`src/obbt_pkg.sv`:
```
// Types and constants shared by the oriented-box collision test pipeline.
`default_nettype none
package obbt_pkg;

    localparam int SC_LAT = 4;   // sine/cosine stages
    localparam int LAT    = 12;  // total pipeline depth
    localparam int AW     = 17;  // sine, cosine and axis components
    localparam int OW     = 68;  // axis overlap
    localparam int MW     = 70;  // corner margin

    typedef struct packed {
        logic signed [31:0] cx;
        logic signed [31:0] cy;
        logic [15:0]        ang;
        logic [23:0]        w;
        logic [23:0]        h;
    } box_t;

    typedef struct packed {
        logic signed [AW-1:0] s;
        logic signed [AW-1:0] c;
    } sc_t;

    typedef struct packed {
        logic [3:0][OW-1:0] ov;
        logic [3:0]         sep;
        logic [3:0]         dneg;
        logic [3:0][AW-1:0] nx;
        logic [3:0][AW-1:0] ny;
        logic [7:0]         cin;
        logic [7:0][MW-1:0] cd;
        logic [7:0][31:0]   cpx;
        logic [7:0][31:0]   cpy;
        logic [31:0]        midx;
        logic [31:0]        midy;
    } geo_t;

    typedef struct packed {
        logic        hit;
        logic [30:0] depth;
        logic [15:0] normal_x;
        logic [15:0] normal_y;
        logic [31:0] contact_x;
        logic [31:0] contact_y;
    } res_t;

endpackage
`default_nettype wire

```
`src/obbt_sincos.sv`:
```
// Four-stage polynomial sine and cosine of a 16-bit angle, Q1.14.
`default_nettype none
module obbt_sincos (
    input  logic          clk,
    input  logic          en,
    input  logic [15:0]   ang,
    output obbt_pkg::sc_t sc
);
    import obbt_pkg::*;

    localparam logic [1:0] QUAD_0 = 2'd0;
    localparam logic [1:0] QUAD_1 = 2'd1;
    localparam logic [1:0] QUAD_2 = 2'd2;

    logic [1:0]  q1_reg, q2_reg, q3_reg;
    logic [14:0] ta1_reg, tb1_reg, ta2_reg, tb2_reg, ta3_reg, tb3_reg;
    logic [14:0] t2a1_reg, t2b1_reg, t2a2_reg, t2b2_reg;
    logic [13:0] ina2_reg, inb2_reg;
    logic [14:0] va3_reg, vb3_reg;
    sc_t         sc_reg;

    logic [14:0] ta_next, tb_next;
    logic [29:0] sqa, sqb;
    logic [25:0] ma, mb;
    logic [28:0] pa, pb;
    logic [29:0] ra, rb;
    logic [13:0] ina_next, inb_next;
    logic [14:0] va_next, vb_next;
    logic signed [AW-1:0] s17, c17;
    sc_t         sc_next;

    always_comb
    begin
        ta_next  = {1'b0, ang[13:0]};
        tb_next  = 15'd16384 - ta_next;
        sqa      = 30'(ta_next) * 30'(ta_next);
        sqb      = 30'(tb_next) * 30'(tb_next);
        ma       = 26'(t2a1_reg) * 26'd1160;
        mb       = 26'(t2b1_reg) * 26'd1160;
        ina_next = 14'd10512 - 14'(ma[25:14]);
        inb_next = 14'd10512 - 14'(mb[25:14]);
        pa       = 29'(t2a2_reg) * 29'(ina2_reg);
        pb       = 29'(t2b2_reg) * 29'(inb2_reg);
        va_next  = 15'd25736 - pa[28:14];
        vb_next  = 15'd25736 - pb[28:14];
        ra       = 30'(ta3_reg) * 30'(va3_reg);
        rb       = 30'(tb3_reg) * 30'(vb3_reg);
        s17      = $signed({1'b0, ra[29:14]});
        c17      = $signed({1'b0, rb[29:14]});
        case (q3_reg)
            QUAD_0:  begin sc_next.s = s17;  sc_next.c = c17;  end
            QUAD_1:  begin sc_next.s = c17;  sc_next.c = -s17; end
            QUAD_2:  begin sc_next.s = -s17; sc_next.c = -c17; end
            default: begin sc_next.s = -c17; sc_next.c = s17;  end
        endcase
    end

    always_ff @(posedge clk)
    begin
        if (en)
        begin
            q1_reg   <= ang[15:14];
            ta1_reg  <= ta_next;
            tb1_reg  <= tb_next;
            t2a1_reg <= sqa[28:14];
            t2b1_reg <= sqb[28:14];
            q2_reg   <= q1_reg;
            ta2_reg  <= ta1_reg;
            tb2_reg  <= tb1_reg;
            t2a2_reg <= t2a1_reg;
            t2b2_reg <= t2b1_reg;
            ina2_reg <= ina_next;
            inb2_reg <= inb_next;
            q3_reg   <= q2_reg;
            ta3_reg  <= ta2_reg;
            tb3_reg  <= tb2_reg;
            va3_reg  <= va_next;
            vb3_reg  <= vb_next;
            sc_reg   <= sc_next;
        end
    end

    assign sc = sc_reg;

endmodule
`default_nettype wire

```
`config.mk`:
```
export PLATFORM = sky130hd
export DESIGN_NAME = obbt_sincos
export DESIGN_NICKNAME = d
export VERILOG_FILES = /design/src/obbt_pkg.sv /design/src/obbt_sincos.sv
export SDC_FILE = /design/constraint.sdc
export NUM_CORES = 2
export LEC_CHECK = 0
export BUFFER_PORTS_ARGS = -buffer_cell sky130_fd_sc_hd__buf_2
export CAP_MARGIN = 20
export CORE_MARGIN = 2
export CORE_UTILIZATION = 67
export CTS_CLUSTER_SIZE = 14
export DETAILED_ROUTE_END_ITERATION = 6
export PLACE_DENSITY = 0.84
export SYNTH_ARGS = -nofsm -noshare
export SYNTH_HDL_FRONTEND = slang
export SYNTH_SLANG_ARGS = --single-unit
export TNS_END_PERCENT = 5
```
`constraint.sdc`:
```
create_clock -name clk -period 11.1 [get_ports clk]
set_input_delay 0.555 -clock clk [delete_from_list [all_inputs] [get_ports clk]]
set_output_delay 0.555 -clock clk [all_outputs]
set_load 0.1 [all_outputs]
```
==> summary.txt <==
Clocking
  – Post CTS Setup Buffer Count: 0
  – Total CTS buffers: 27
  – Worst-Skew Late Latency: ~600 ps
  – H-tree Lvls: 1
  – Max Buffers Root-to-Sink: 3
  – Clock root cell: clkbuf_16
  – PostCTS Resize Cnt: 0
  – Clk sinks: 238
  – CTS tree: built
  – Clock slew at reported path FFs: 80 ps
  – Post-cts hold buffer count: 0

Synth
  – Library cells used by synthesis: roughly 100
  – Yosys top cell area share: between 30% and 40%
  – Syn. warnings: 0
  – Seq cells post-synth: 238
  – Synth Area per Inst: roughly 9.6 um2
  – Synth Instances: ~5200
  – Number of synthesized flops with an enable pin: approximately 240
  – Register area share after synthesis: ~14%
  – Area leader, netlist: fa_1
  – Post-synthesis cell area: roughly 0.05 mm2
  – Top post-synthesis cells by area: fa_1 35%, ha_1 16%, edfxtp_1 14%
  – Post-synth top flop: edfxtp_1
  – Post-synthesis async set-or-reset flop share: 0%

Critical path
  – Worst r2r src: tb3_reg[10]
  – Critical path's slowest cell: edfxtp_1
  – CP required: 11380 ps
  – WP data arrival: between 8000 and 9000 ps
  – Worst Setup SP: tb3_reg[10]
  – Cells on worst reg2reg path: 28
  – Critical path class: reg2reg
  – Reg2reg end: sc[33]
  – Kind of start point of the critical path: register
  – Critical path's most frequent cell: inv_1
  – R2R setup slack: about 2800 ps
  – Slowest stage delay, CP: 630 ps
  – Crit Path Max Fanout: 15
  – Worst setup endpoint: sc[33]
  – Worst setup EP type: register

Timing
  – Hold Slack: between 100 and 150 ps
  – Final WS setup: between 2000 and 3000 ps
  – Total negative slack: 0 ps
  – # setup viols final: 0
  – Rel. slew slack: 25.6%
  – Post-layout min period: a little over 8000 ps
  – Final worst-path cycle share: between 70% and 80%
  – Achievable clock frequency: ~0.12 GHz
  – Slew Viols, Final: 0
  – Fin. Hold Viols: 0
  – Tightest Pin Transition: 1110 ps
  – Skew final: roughly 38 ps
  – RSZ-0062 raised after global routing: false

Routing
  – Initial DRC Count: roughly 2800
  – 1st-pass router iterations: 7
  – Antenna-violating nets left: 0
  – # DRC: 0
  – Post-Route WL: 108 mm
  – Routed len/inst: about 18 um
  – Via-to-Cell Ratio: a little under 6
  – Vias: ~36000

Placed design
  – Dpl ws: between 1500 and 2000 ps
  – PortBufs: between 50 and 60
  – DP Wirelength: 85.8 mm
  – Routability Congestion: around 0.91

Cells and area
  – Final #Nets: about 6700
  – Number of flip-flops in the largest register: 34
  – Area grow syn2layout: 3.50%
  – Fill cell count: about 5200
  – Layout Utilization: 69.8%
  – Layout cell share with drive strength beyond 1: between 3 and 4%

Worst hold path
  – HP Class: in2reg
  – Hold Startpoint: ang[15]

Floorplan
  – DIE WIDTH: around 280 um
  – Site Rows: 100
  – I/O Pins: between 50 and 60
  – Placeable Area: approximately 0.074 mm2
  – Die ar.: just under 0.08 mm2
  – Initial Utilization: between 60% and 70%
  – Chip height: between 200 and 300 um

Outcome
  – Status: finished, final reports clean

GRT
  – Total gr overflow: 0
  – Largest net degree at the start of global routing: 97
  – GR Layer Usage met2: between 40% and 50%
  – Met3 Usage GRT: 4.92%
  – Gr busiest metal: met2
  – First-pass GRT wire length: 184 mm
  – Vias in the first global route: slightly below 40000
  – Total track usage: between 20% and 30%
  – Grt met1 use: 38.4%
  – Antenna violations before repair: 7

Run
  – Maxcap violations: 0
[critical path: cells and delay by family (launching register included)]
family | cells | cell delay, ps
AO/OA/AOI/OAI | 7 | 1730
XOR/XNOR | 1 | 180
adder cells (fa/ha/maj) | 8 | 3610
buffers and inverters | 8 | 500
flip-flops | 1 | 630
AND/OR/NAND/NOR | 4 | 1350
[layout make-up]
cell class	instances	area (um2)	share of cell area (%)
antenna	4	10.0	0.0193
clock buffer	28	679	1.31
clock inverter	21	171	0.331
inverter	1147	4310	8.32
multi-input combinational	3659	37900	73.2
sequential	238	7150	13.8
tap	969	1210	2.34
timing repair buffer	60	333	0.643
[logic make-up (layout without fill, tap and decap cells)]
kind of cell	after synthesis	after routing	share of synthesized area, %
AO/OA/AOI/OAI	472	472	6.50
XOR/XNOR	167	167	2.95
adder cells (fa/ha/maj)	1513	1513	50.8
buffers and inverters	1328	1256	9.99
flip-flops	238	238	14.3
multiplexers	24	24	0.696
other	2	14	0.0150
AND/OR/NAND/NOR	1473	1473	14.8
[how the worst min path moves through the flow]
stage               cells after the start  slack [ps]           to
floorplan                               0         400    q2_reg[0]
global placement                        0         400  ta3_reg[10]
detailed placement                      0         400   ta3_reg[5]
CTS                                     1         120    q1_reg[1]
global route                            1         140    q1_reg[1]
finish                                  1         140    q1_reg[1]
[per-stage QoR]
stage                     area [um2]  cells
after floorplan                50000   5225
after global placement         50900   6072
after detailed placement       50900   6072
after CTS                      51700   6121
after global routing           51700   6123
final                          51800   6126
[placed cells by master, fill, tap and decap left out, types with 9 or more instances in the layout]
| cell | synthesis | routed |
|---|---|---|
| conb_1 | 2 | 10 |
| o211ai_1 | 20 | 20 |
| xnor2_1 | 119 | 119 |
| edfxtp_1 | 238 | 238 |
| o21bai_1 | 15 | 15 |
| a211oi_1 | 27 | 27 |
| a31oi_1 | 19 | 19 |
| nor3_1 | 52 | 52 |
| o21ai_0 | 67 | 67 |
| buf_2 | 1 | 50 |
| nand2_1 | 571 | 571 |
| nand4_1 | 12 | 12 |
| a21oi_1 | 108 | 108 |
| fa_1 | 863 | 863 |
| nor2b_1 | 18 | 18 |
| and2_1 | 462 | 462 |
| clkinv_2 | 0 | 9 |
| nand2b_1 | 26 | 26 |
| inv_1 | 1136 | 1136 |
| o21a_1 | 16 | 16 |
| nor4_1 | 19 | 19 |
| a211o_1 | 12 | 12 |
| buf_4 | 0 | 9 |
| a21o_1 | 65 | 65 |
| o22ai_1 | 9 | 9 |
| and3_1 | 20 | 20 |
| nand3_1 | 40 | 40 |
| xor2_1 | 46 | 46 |
| mux2i_1 | 10 | 10 |
| or3_1 | 9 | 9 |
| ha_1 | 649 | 649 |
| o21ai_1 | 11 | 11 |
| or2_2 | 17 | 17 |
| nor2_1 | 181 | 181 |
| clkinv_1 | 7 | 10 |
| clkbuf_16 | 0 | 27 |
[synthesized netlist by cell type, drive strengths merged, types with 26 or more instances]
cell,n
a211oi,29
a21o,65
a21oi,110
and2,464
clkbuf,177
edfxtp,238
fa,863
ha,649
inv,1140
nand2,572
nand2b,26
nand3,40
nor2,182
nor3,55
o21ai,79
xnor2,121
xor2,46
[layer usage]
metal / up-vias / share of wire [%]
li1: 16200 / -
met1: 17600 / 40
met2: 1452 / 49
met3: 287 / 8.0
met4: 8 / 3.0
met5: - / 0.046
Power is left out: the tool's default activity adds up to more than one toggle a clock period on the data nets, which glitch-free logic cannot reach.
