<file path="src/obbt_pkg.sv">
// Types and constants shared by the oriented-box collision test pipeline.
`default_nettype none
package obbt_pkg;

    localparam int SC_LAT = 4;   // sine/cosine stages
    localparam int LAT    = 12;  // total pipeline depth
    localparam int AW     = 17;  // sine, cosine and axis components
    localparam int OW     = 68;  // axis overlap
    localparam int MW     = 70;  // corner margin

    typedef struct packed {
        logic signed [31:0] cx;
        logic signed [31:0] cy;
        logic [15:0]        ang;
        logic [23:0]        w;
        logic [23:0]        h;
    } box_t;

    typedef struct packed {
        logic signed [AW-1:0] s;
        logic signed [AW-1:0] c;
    } sc_t;

    typedef struct packed {
        logic [3:0][OW-1:0] ov;
        logic [3:0]         sep;
        logic [3:0]         dneg;
        logic [3:0][AW-1:0] nx;
        logic [3:0][AW-1:0] ny;
        logic [7:0]         cin;
        logic [7:0][MW-1:0] cd;
        logic [7:0][31:0]   cpx;
        logic [7:0][31:0]   cpy;
        logic [31:0]        midx;
        logic [31:0]        midy;
    } geo_t;

    typedef struct packed {
        logic        hit;
        logic [30:0] depth;
        logic [15:0] normal_x;
        logic [15:0] normal_y;
        logic [31:0] contact_x;
        logic [31:0] contact_y;
    } res_t;

endpackage
`default_nettype wire

</file>
<file path="src/obbt_resolve.sv">
// Three-stage selection of the contact axis and the deepest inside corner.
`default_nettype none
module obbt_resolve (
    input  logic           clk,
    input  logic           en,
    input  obbt_pkg::geo_t g,
    output obbt_pkg::res_t res
);
    import obbt_pkg::*;

    // stage 1
    logic [OW-1:0] aov1_reg [2];
    logic [1:0]    aix1_reg [2];
    logic          cv1_reg [4];
    logic [MW-1:0] cd1_reg [4];
    logic [31:0]   cx1_reg [4], cy1_reg [4];
    logic [3:0]    sep1_reg, dneg1_reg;
    logic [3:0][AW-1:0] nx1_reg, ny1_reg;
    logic [31:0]   mx1_reg, my1_reg;
    // stage 2
    logic [OW-1:0] aov2_reg;
    logic [1:0]    aix2_reg;
    logic          cv2_reg [2];
    logic [MW-1:0] cd2_reg [2];
    logic [31:0]   cx2_reg [2], cy2_reg [2];
    logic [3:0]    sep2_reg, dneg2_reg;
    logic [3:0][AW-1:0] nx2_reg, ny2_reg;
    logic [31:0]   mx2_reg, my2_reg;
    // stage 3
    res_t res_reg, res_next;

    logic          tk1 [4];
    logic          tk2 [2];
    logic          tk3;
    logic          ap1 [2];
    logic          ap2;
    logic signed [AW-1:0] nsel_x, nsel_y;

    always_comb
    begin
        for (int p = 0; p < 2; p++)
            ap1[p] = $signed(g.ov[2*p+1]) < $signed(g.ov[2*p]);
        ap2 = $signed(aov1_reg[1]) < $signed(aov1_reg[0]);
        // a later corner wins only if strictly deeper
        for (int p = 0; p < 4; p++)
            tk1[p] = g.cin[2*p+1] && (!g.cin[2*p] || (g.cd[2*p+1] > g.cd[2*p]));
        for (int p = 0; p < 2; p++)
            tk2[p] = cv1_reg[2*p+1] && (!cv1_reg[2*p] || (cd1_reg[2*p+1] > cd1_reg[2*p]));
        tk3 = cv2_reg[1] && (!cv2_reg[0] || (cd2_reg[1] > cd2_reg[0]));

        nsel_x = dneg2_reg[aix2_reg] ? -$signed(nx2_reg[aix2_reg])
                                     : $signed(nx2_reg[aix2_reg]);
        nsel_y = dneg2_reg[aix2_reg] ? -$signed(ny2_reg[aix2_reg])
                                     : $signed(ny2_reg[aix2_reg]);
        res_next = '0;
        if (sep2_reg == 4'b0000)
        begin
            res_next.hit      = 1'b1;
            res_next.depth    = (|aov2_reg[OW-2:60]) ? 31'h7fff_ffff : aov2_reg[59:29];
            res_next.normal_x = nsel_x[15:0];
            res_next.normal_y = nsel_y[15:0];
            if (cv2_reg[0] || cv2_reg[1])
            begin
                res_next.contact_x = tk3 ? cx2_reg[1] : cx2_reg[0];
                res_next.contact_y = tk3 ? cy2_reg[1] : cy2_reg[0];
            end
            else
            begin
                res_next.contact_x = mx2_reg;
                res_next.contact_y = my2_reg;
            end
        end
    end

    always_ff @(posedge clk)
    begin
        if (en)
        begin
            for (int p = 0; p < 2; p++)
            begin
                aov1_reg[p] <= ap1[p] ? g.ov[2*p+1] : g.ov[2*p];
                aix1_reg[p] <= ap1[p] ? 2'(2*p+1) : 2'(2*p);
                cv2_reg[p]  <= cv1_reg[2*p] || cv1_reg[2*p+1];
                cd2_reg[p]  <= tk2[p] ? cd1_reg[2*p+1] : cd1_reg[2*p];
                cx2_reg[p]  <= tk2[p] ? cx1_reg[2*p+1] : cx1_reg[2*p];
                cy2_reg[p]  <= tk2[p] ? cy1_reg[2*p+1] : cy1_reg[2*p];
            end
            for (int p = 0; p < 4; p++)
            begin
                cv1_reg[p] <= g.cin[2*p] || g.cin[2*p+1];
                cd1_reg[p] <= tk1[p] ? g.cd[2*p+1]  : g.cd[2*p];
                cx1_reg[p] <= tk1[p] ? g.cpx[2*p+1] : g.cpx[2*p];
                cy1_reg[p] <= tk1[p] ? g.cpy[2*p+1] : g.cpy[2*p];
            end
            sep1_reg  <= g.sep;
            dneg1_reg <= g.dneg;
            nx1_reg   <= g.nx;
            ny1_reg   <= g.ny;
            mx1_reg   <= g.midx;
            my1_reg   <= g.midy;
            aov2_reg  <= ap2 ? aov1_reg[1] : aov1_reg[0];
            aix2_reg  <= ap2 ? aix1_reg[1] : aix1_reg[0];
            sep2_reg  <= sep1_reg;
            dneg2_reg <= dneg1_reg;
            nx2_reg   <= nx1_reg;
            ny2_reg   <= ny1_reg;
            mx2_reg   <= mx1_reg;
            my2_reg   <= my1_reg;
            res_reg   <= res_next;
        end
    end

    assign res = res_reg;

endmodule
`default_nettype wire

</file>
<file path="config.mk">
export PLATFORM = sky130hd
export DESIGN_NAME = obbt_resolve
export DESIGN_NICKNAME = d
export VERILOG_FILES = /design/src/obbt_pkg.sv /design/src/obbt_resolve.sv
export SDC_FILE = /design/constraint.sdc
export NUM_CORES = 2
export LEC_CHECK = 0
export ABC_AREA = 1
export ABC_CLOCK_PERIOD_IN_PS = 3700
export BUFFER_PORTS_ARGS = -buffer_cell sky130_fd_sc_hd__buf_2
export CORE_AREA = 2 2 652 654
export CTS_BUF_LIST = sky130_fd_sc_hd__clkbuf_16
export DETAILED_ROUTE_END_ITERATION = 12
export DIE_AREA = 0 0 654 656
export PLACE_DENSITY = 0.45
export SYNTH_ARGS = -nofsm -noshare
export SYNTH_HDL_FRONTEND = slang
export SYNTH_SLANG_ARGS = --single-unit
</file>
<file path="constraint.sdc">
create_clock -name clk -period 3.7 [get_ports clk]
set_input_delay 0 -clock clk [delete_from_list [all_inputs] [get_ports clk]]
set_output_delay 0 -clock clk [all_outputs]
set_load 0.01 [all_outputs]
</file>
==> metrics.csv <==
stage,metric,value,unit
status,outcome,finished clean,
layout,area_growth_syn_to_layout,62.6,%
floorplan,floorplan.initialDensity,0.194,
floorplan,dieWidth,654,um
job,maxCapViolations,0,
synthesis,post-synth-top-count-cell,nand2_1,
floorplan,die_height,656,um
worst_hold_path,count_of_cells_along_the_worst_hold_path,6,
floorplan,die_area,0.429,mm^2
layout,drive_above_1_share,0.170,
synthesis,register_area_share_after_synthesis,0.555,
clocking,htree_num_levels,4,
setup_path,crit_fanout,43,
setup_path,crit_path_cell_trace,"dlygate4sd3_1, buf_2, inv_1, ha_1, a21oi_1, o21ai_0, nand2_1, o211ai_1, a21oi_1, buf_4, nand2_1, nand2_1, nand3_1, nand2_1, buf_12, nand2_8, buf_12, nand3_1, dlygate4sd3_1, nand2_1, dlygate4sd3_1",
drt,route.detailed.vias_per_inst,4.33,
grt,first_global_vias,83751,
synthesis,number_of_storage_elements_in_the_synthesis_netlist,1516,
clocking,clock_latency_at_the_later_pin_of_the_worst_skew_pair,910,ps
setup_path,timing.setup.critical_path_class,input pin to flip-flop,
layout,largest_register_ff_count,280,
grt,gr_util_all_layers,0.195,
clocking,cts_max_path_bufs,4,
drt,wl_per_cell,22.8,um
synthesis,netlist.area_leader.share,0.555,
pwr,total_leakage_power,0.0618,uW
placed_design,dp_cells,15891,
floorplan,rows,239,
timing,final_max_slew_violation_count,0,
setup_path,worst_endpoint_data_arrival_time,4190,ps
drt,wl,437,mm
synthesis,synth_cell_type_count,46,
setup_path,setup.worst_path.end_class,flip-flop,
setup_path,reg2regPathDepth,15,
synthesis,yosysTopAreaCell,edfxtp_1,
setup_path,worst-endpoint-required,4280,ps
pwr,highest_ir_drop_seen_on_vdd,0.391,mV
synthesis,synthTopCellsByCount,"nand2_1 (2,750), edfxtp_1 (1,516), nand3_1 (1,217), inv_1 (982), ha_1 (693)",
setup_path,critical_path_buf_inv_count,8,
drt,dr_drc_count,0,
timing,fmax,276,MHz
placed_design,io_buffer_count,1681,
drt,vias_after_detailed_routing,82912,
floorplan,io_pins,1690,
layout,final_net_count,15478,
grt,grt_first_pass_wirelength,604,mm
worst_hold_path,holdCritPathClass,input pin to flip-flop,
synthesis,synthCells,8686,
clocking,cts-root-buf,clkbuf_16,
synthesis,synthFlopType,edfxtp_1,
timing,fin_hold_ws,73.2,ps
setup_path,critPathTopFamily,buffers and inverters,
clocking,tritoncts,yes,
timing,timing.max_slew.rel_slack,0.372,
synthesis,ys_async_sr_fraction,0,
clocking,worst_setup_hold_path_clk_slew,60,ps
timing,number_of_failing_hold_endpoints_at_the_final_stage,0,
synthesis,number_of_enable_flip_flop_cells_after_synthesis,1516,
layout,finalInstanceArea,0.133,mm^2
drt,drt_pass1_iterations,6,
clocking,cts.sinks,1516,
timing,setup_viol_count_final,0,
setup_path,timing.critical_path.slowest_cell_delay,560,ps
synthesis,synthesis.area_per_instance,9.45,um^2
timing,finClkSkew,104,ps
setup_path,crit_path_start_kind,input pin,
placed_design,dp.final_hpwl,327,mm
timing,finalCritPeriodShare,0.978,
grt,grt_remaining_overflow,0,
synthesis,synthesis.nets,10941,
timing,final.min_clock_period,3620,ps
grt,initial_antenna_violation_count,196,
layout,layoutNonFillerInstCount,19163,
drt,initialDrtViolationCount,7590,
placed_design,placed_cell_area,0.0987,mm^2
placed_design,routabilityCongestion,0.929,
grt,pin_count_of_the_biggest_net_entering_global_routing,134,
synthesis,post_synthesis_cell_area,0.0821,mm^2
drt,postRouteAntennaNets,0,
synthesis,synth_area_leaders,"edfxtp_1 (55%), nand2_1 (13%), ha_1 (11%)",
setup_path,cpMaxStageDelayCell,dlygate4sd3_1,
clocking,tritoncts.num_buffers,189,
timing,worstMarginPinSlew,942,ps
pwr,p_per_area,415,mW/mm^2
floorplan,design.core.area,0.422,mm^2
synthesis,yosys_warnings,0,
setup_path,timing.critical_path.mode_cell,nand2_1,
setup_path,worstSetupPathDepth,21,
-- area by class of cell --
class                           instances  area [um^2]
Sequential cell                      1516        45500
Tap cell                             5663         7090
Inverter                              990         3730
Multi-Input combinational cell       5794        31100
Antenna cell                          127          318
Fill cell                           43798       289000
Timing Repair Buffer                 4732        39600
Clock inverter                        152         1420
Clock buffer                          189         4730
-- cells by family (layout without fill, tap and decap cells) --
family	after synthesis	count (layout)	synth area share
fa+ha+maj	693	693	0.106
flops	1516	1516	0.555
buf+inv	1376	6063	0.0701
simple gates	4475	4475	0.229
compound gates	626	626	0.0408
other cells	0	127	0
-- worst paths after layout --
path	start	endpoint	slack, ps
setup reg to reg	cd1_reg[1][21]	cy2_reg[0][28]	310
setup / recovery	g[1029]	cx1_reg[3][4]	80
hold reg to reg	ny1_reg[18]	ny2_reg[18]	350
hold / removal	g[1143]	cy1_reg[3][11]	70
-- power breakdown --
part / total, uW / switching (uW) / internal [uW] / leakage [uW]
clock: 18800 / 8130 / 10600 / 0.00312
combinational: 14300 / 8100 / 6220 / 0.0437
sequential: 22200 / 1030 / 21200 / 0.0149
total: 55300 / 17300 / 38100 / 0.0618
-- worst min-delay path: stages --
cell,delay [ps]
buf_6,180
nand2_8,170
buf_16,140
buf_4,130
nand2_1,70
nand2_1,60
-- routing by layer --
| layer | track usage | wire [um] | up-vias |
|---|---|---|---|
| met4 | 0.0890 | 21700 | 58 |
| met3 | 0.0366 | 29800 | 1037 |
| met1 | 0.243 | 181000 | 39692 |
| li1 | - | - | 38593 |
| met2 | 0.325 | 204000 | 3532 |
| met5 | 0.000224 | 389 | - |
-- cells in the final DEF, fill, tap and decap left out, types with 18 or more instances in the layout --
cell type	count
a21oi_1	386
buf_12	86
buf_2	1676
buf_4	168
bufinv_16	18
clkbuf_16	193
clkinv_1	42
clkinv_2	27
diode_2	127
dlygate4sd3_1	2788
edfxtp_1	1516
ha_1	693
inv_1	1017
nand2_1	2743
nand3_1	1213
nand4_1	67
nor2_1	346
nor3_1	33
o211ai_1	21
o21ai_0	151
-- timing repair --
action,CTS,global route
hold buffers,2789,0
endpoints found under the setup margin,0,23
hold endpoints to repair,1341,0
resized for setup,0,22
buffers inserted,0,11
-- through the flow --
step / power (uW) / utilization / setup TNS, ps / setup WS [ps]
final: 55300 / 0.316 / 0 / 83.2
after detailed placement: 33600 / 0.234 / 0 / 400
after global placement: 33600 / 0.234 / 0 / 391
after global routing: 58100 / 0.316 / -2.13 / -2.13
after floorplan: 27500 / - / 0 / 1360
after CTS: 55900 / 0.315 / 0 / 14.5
No activity file was read; power rests on OpenSTA's default activity.
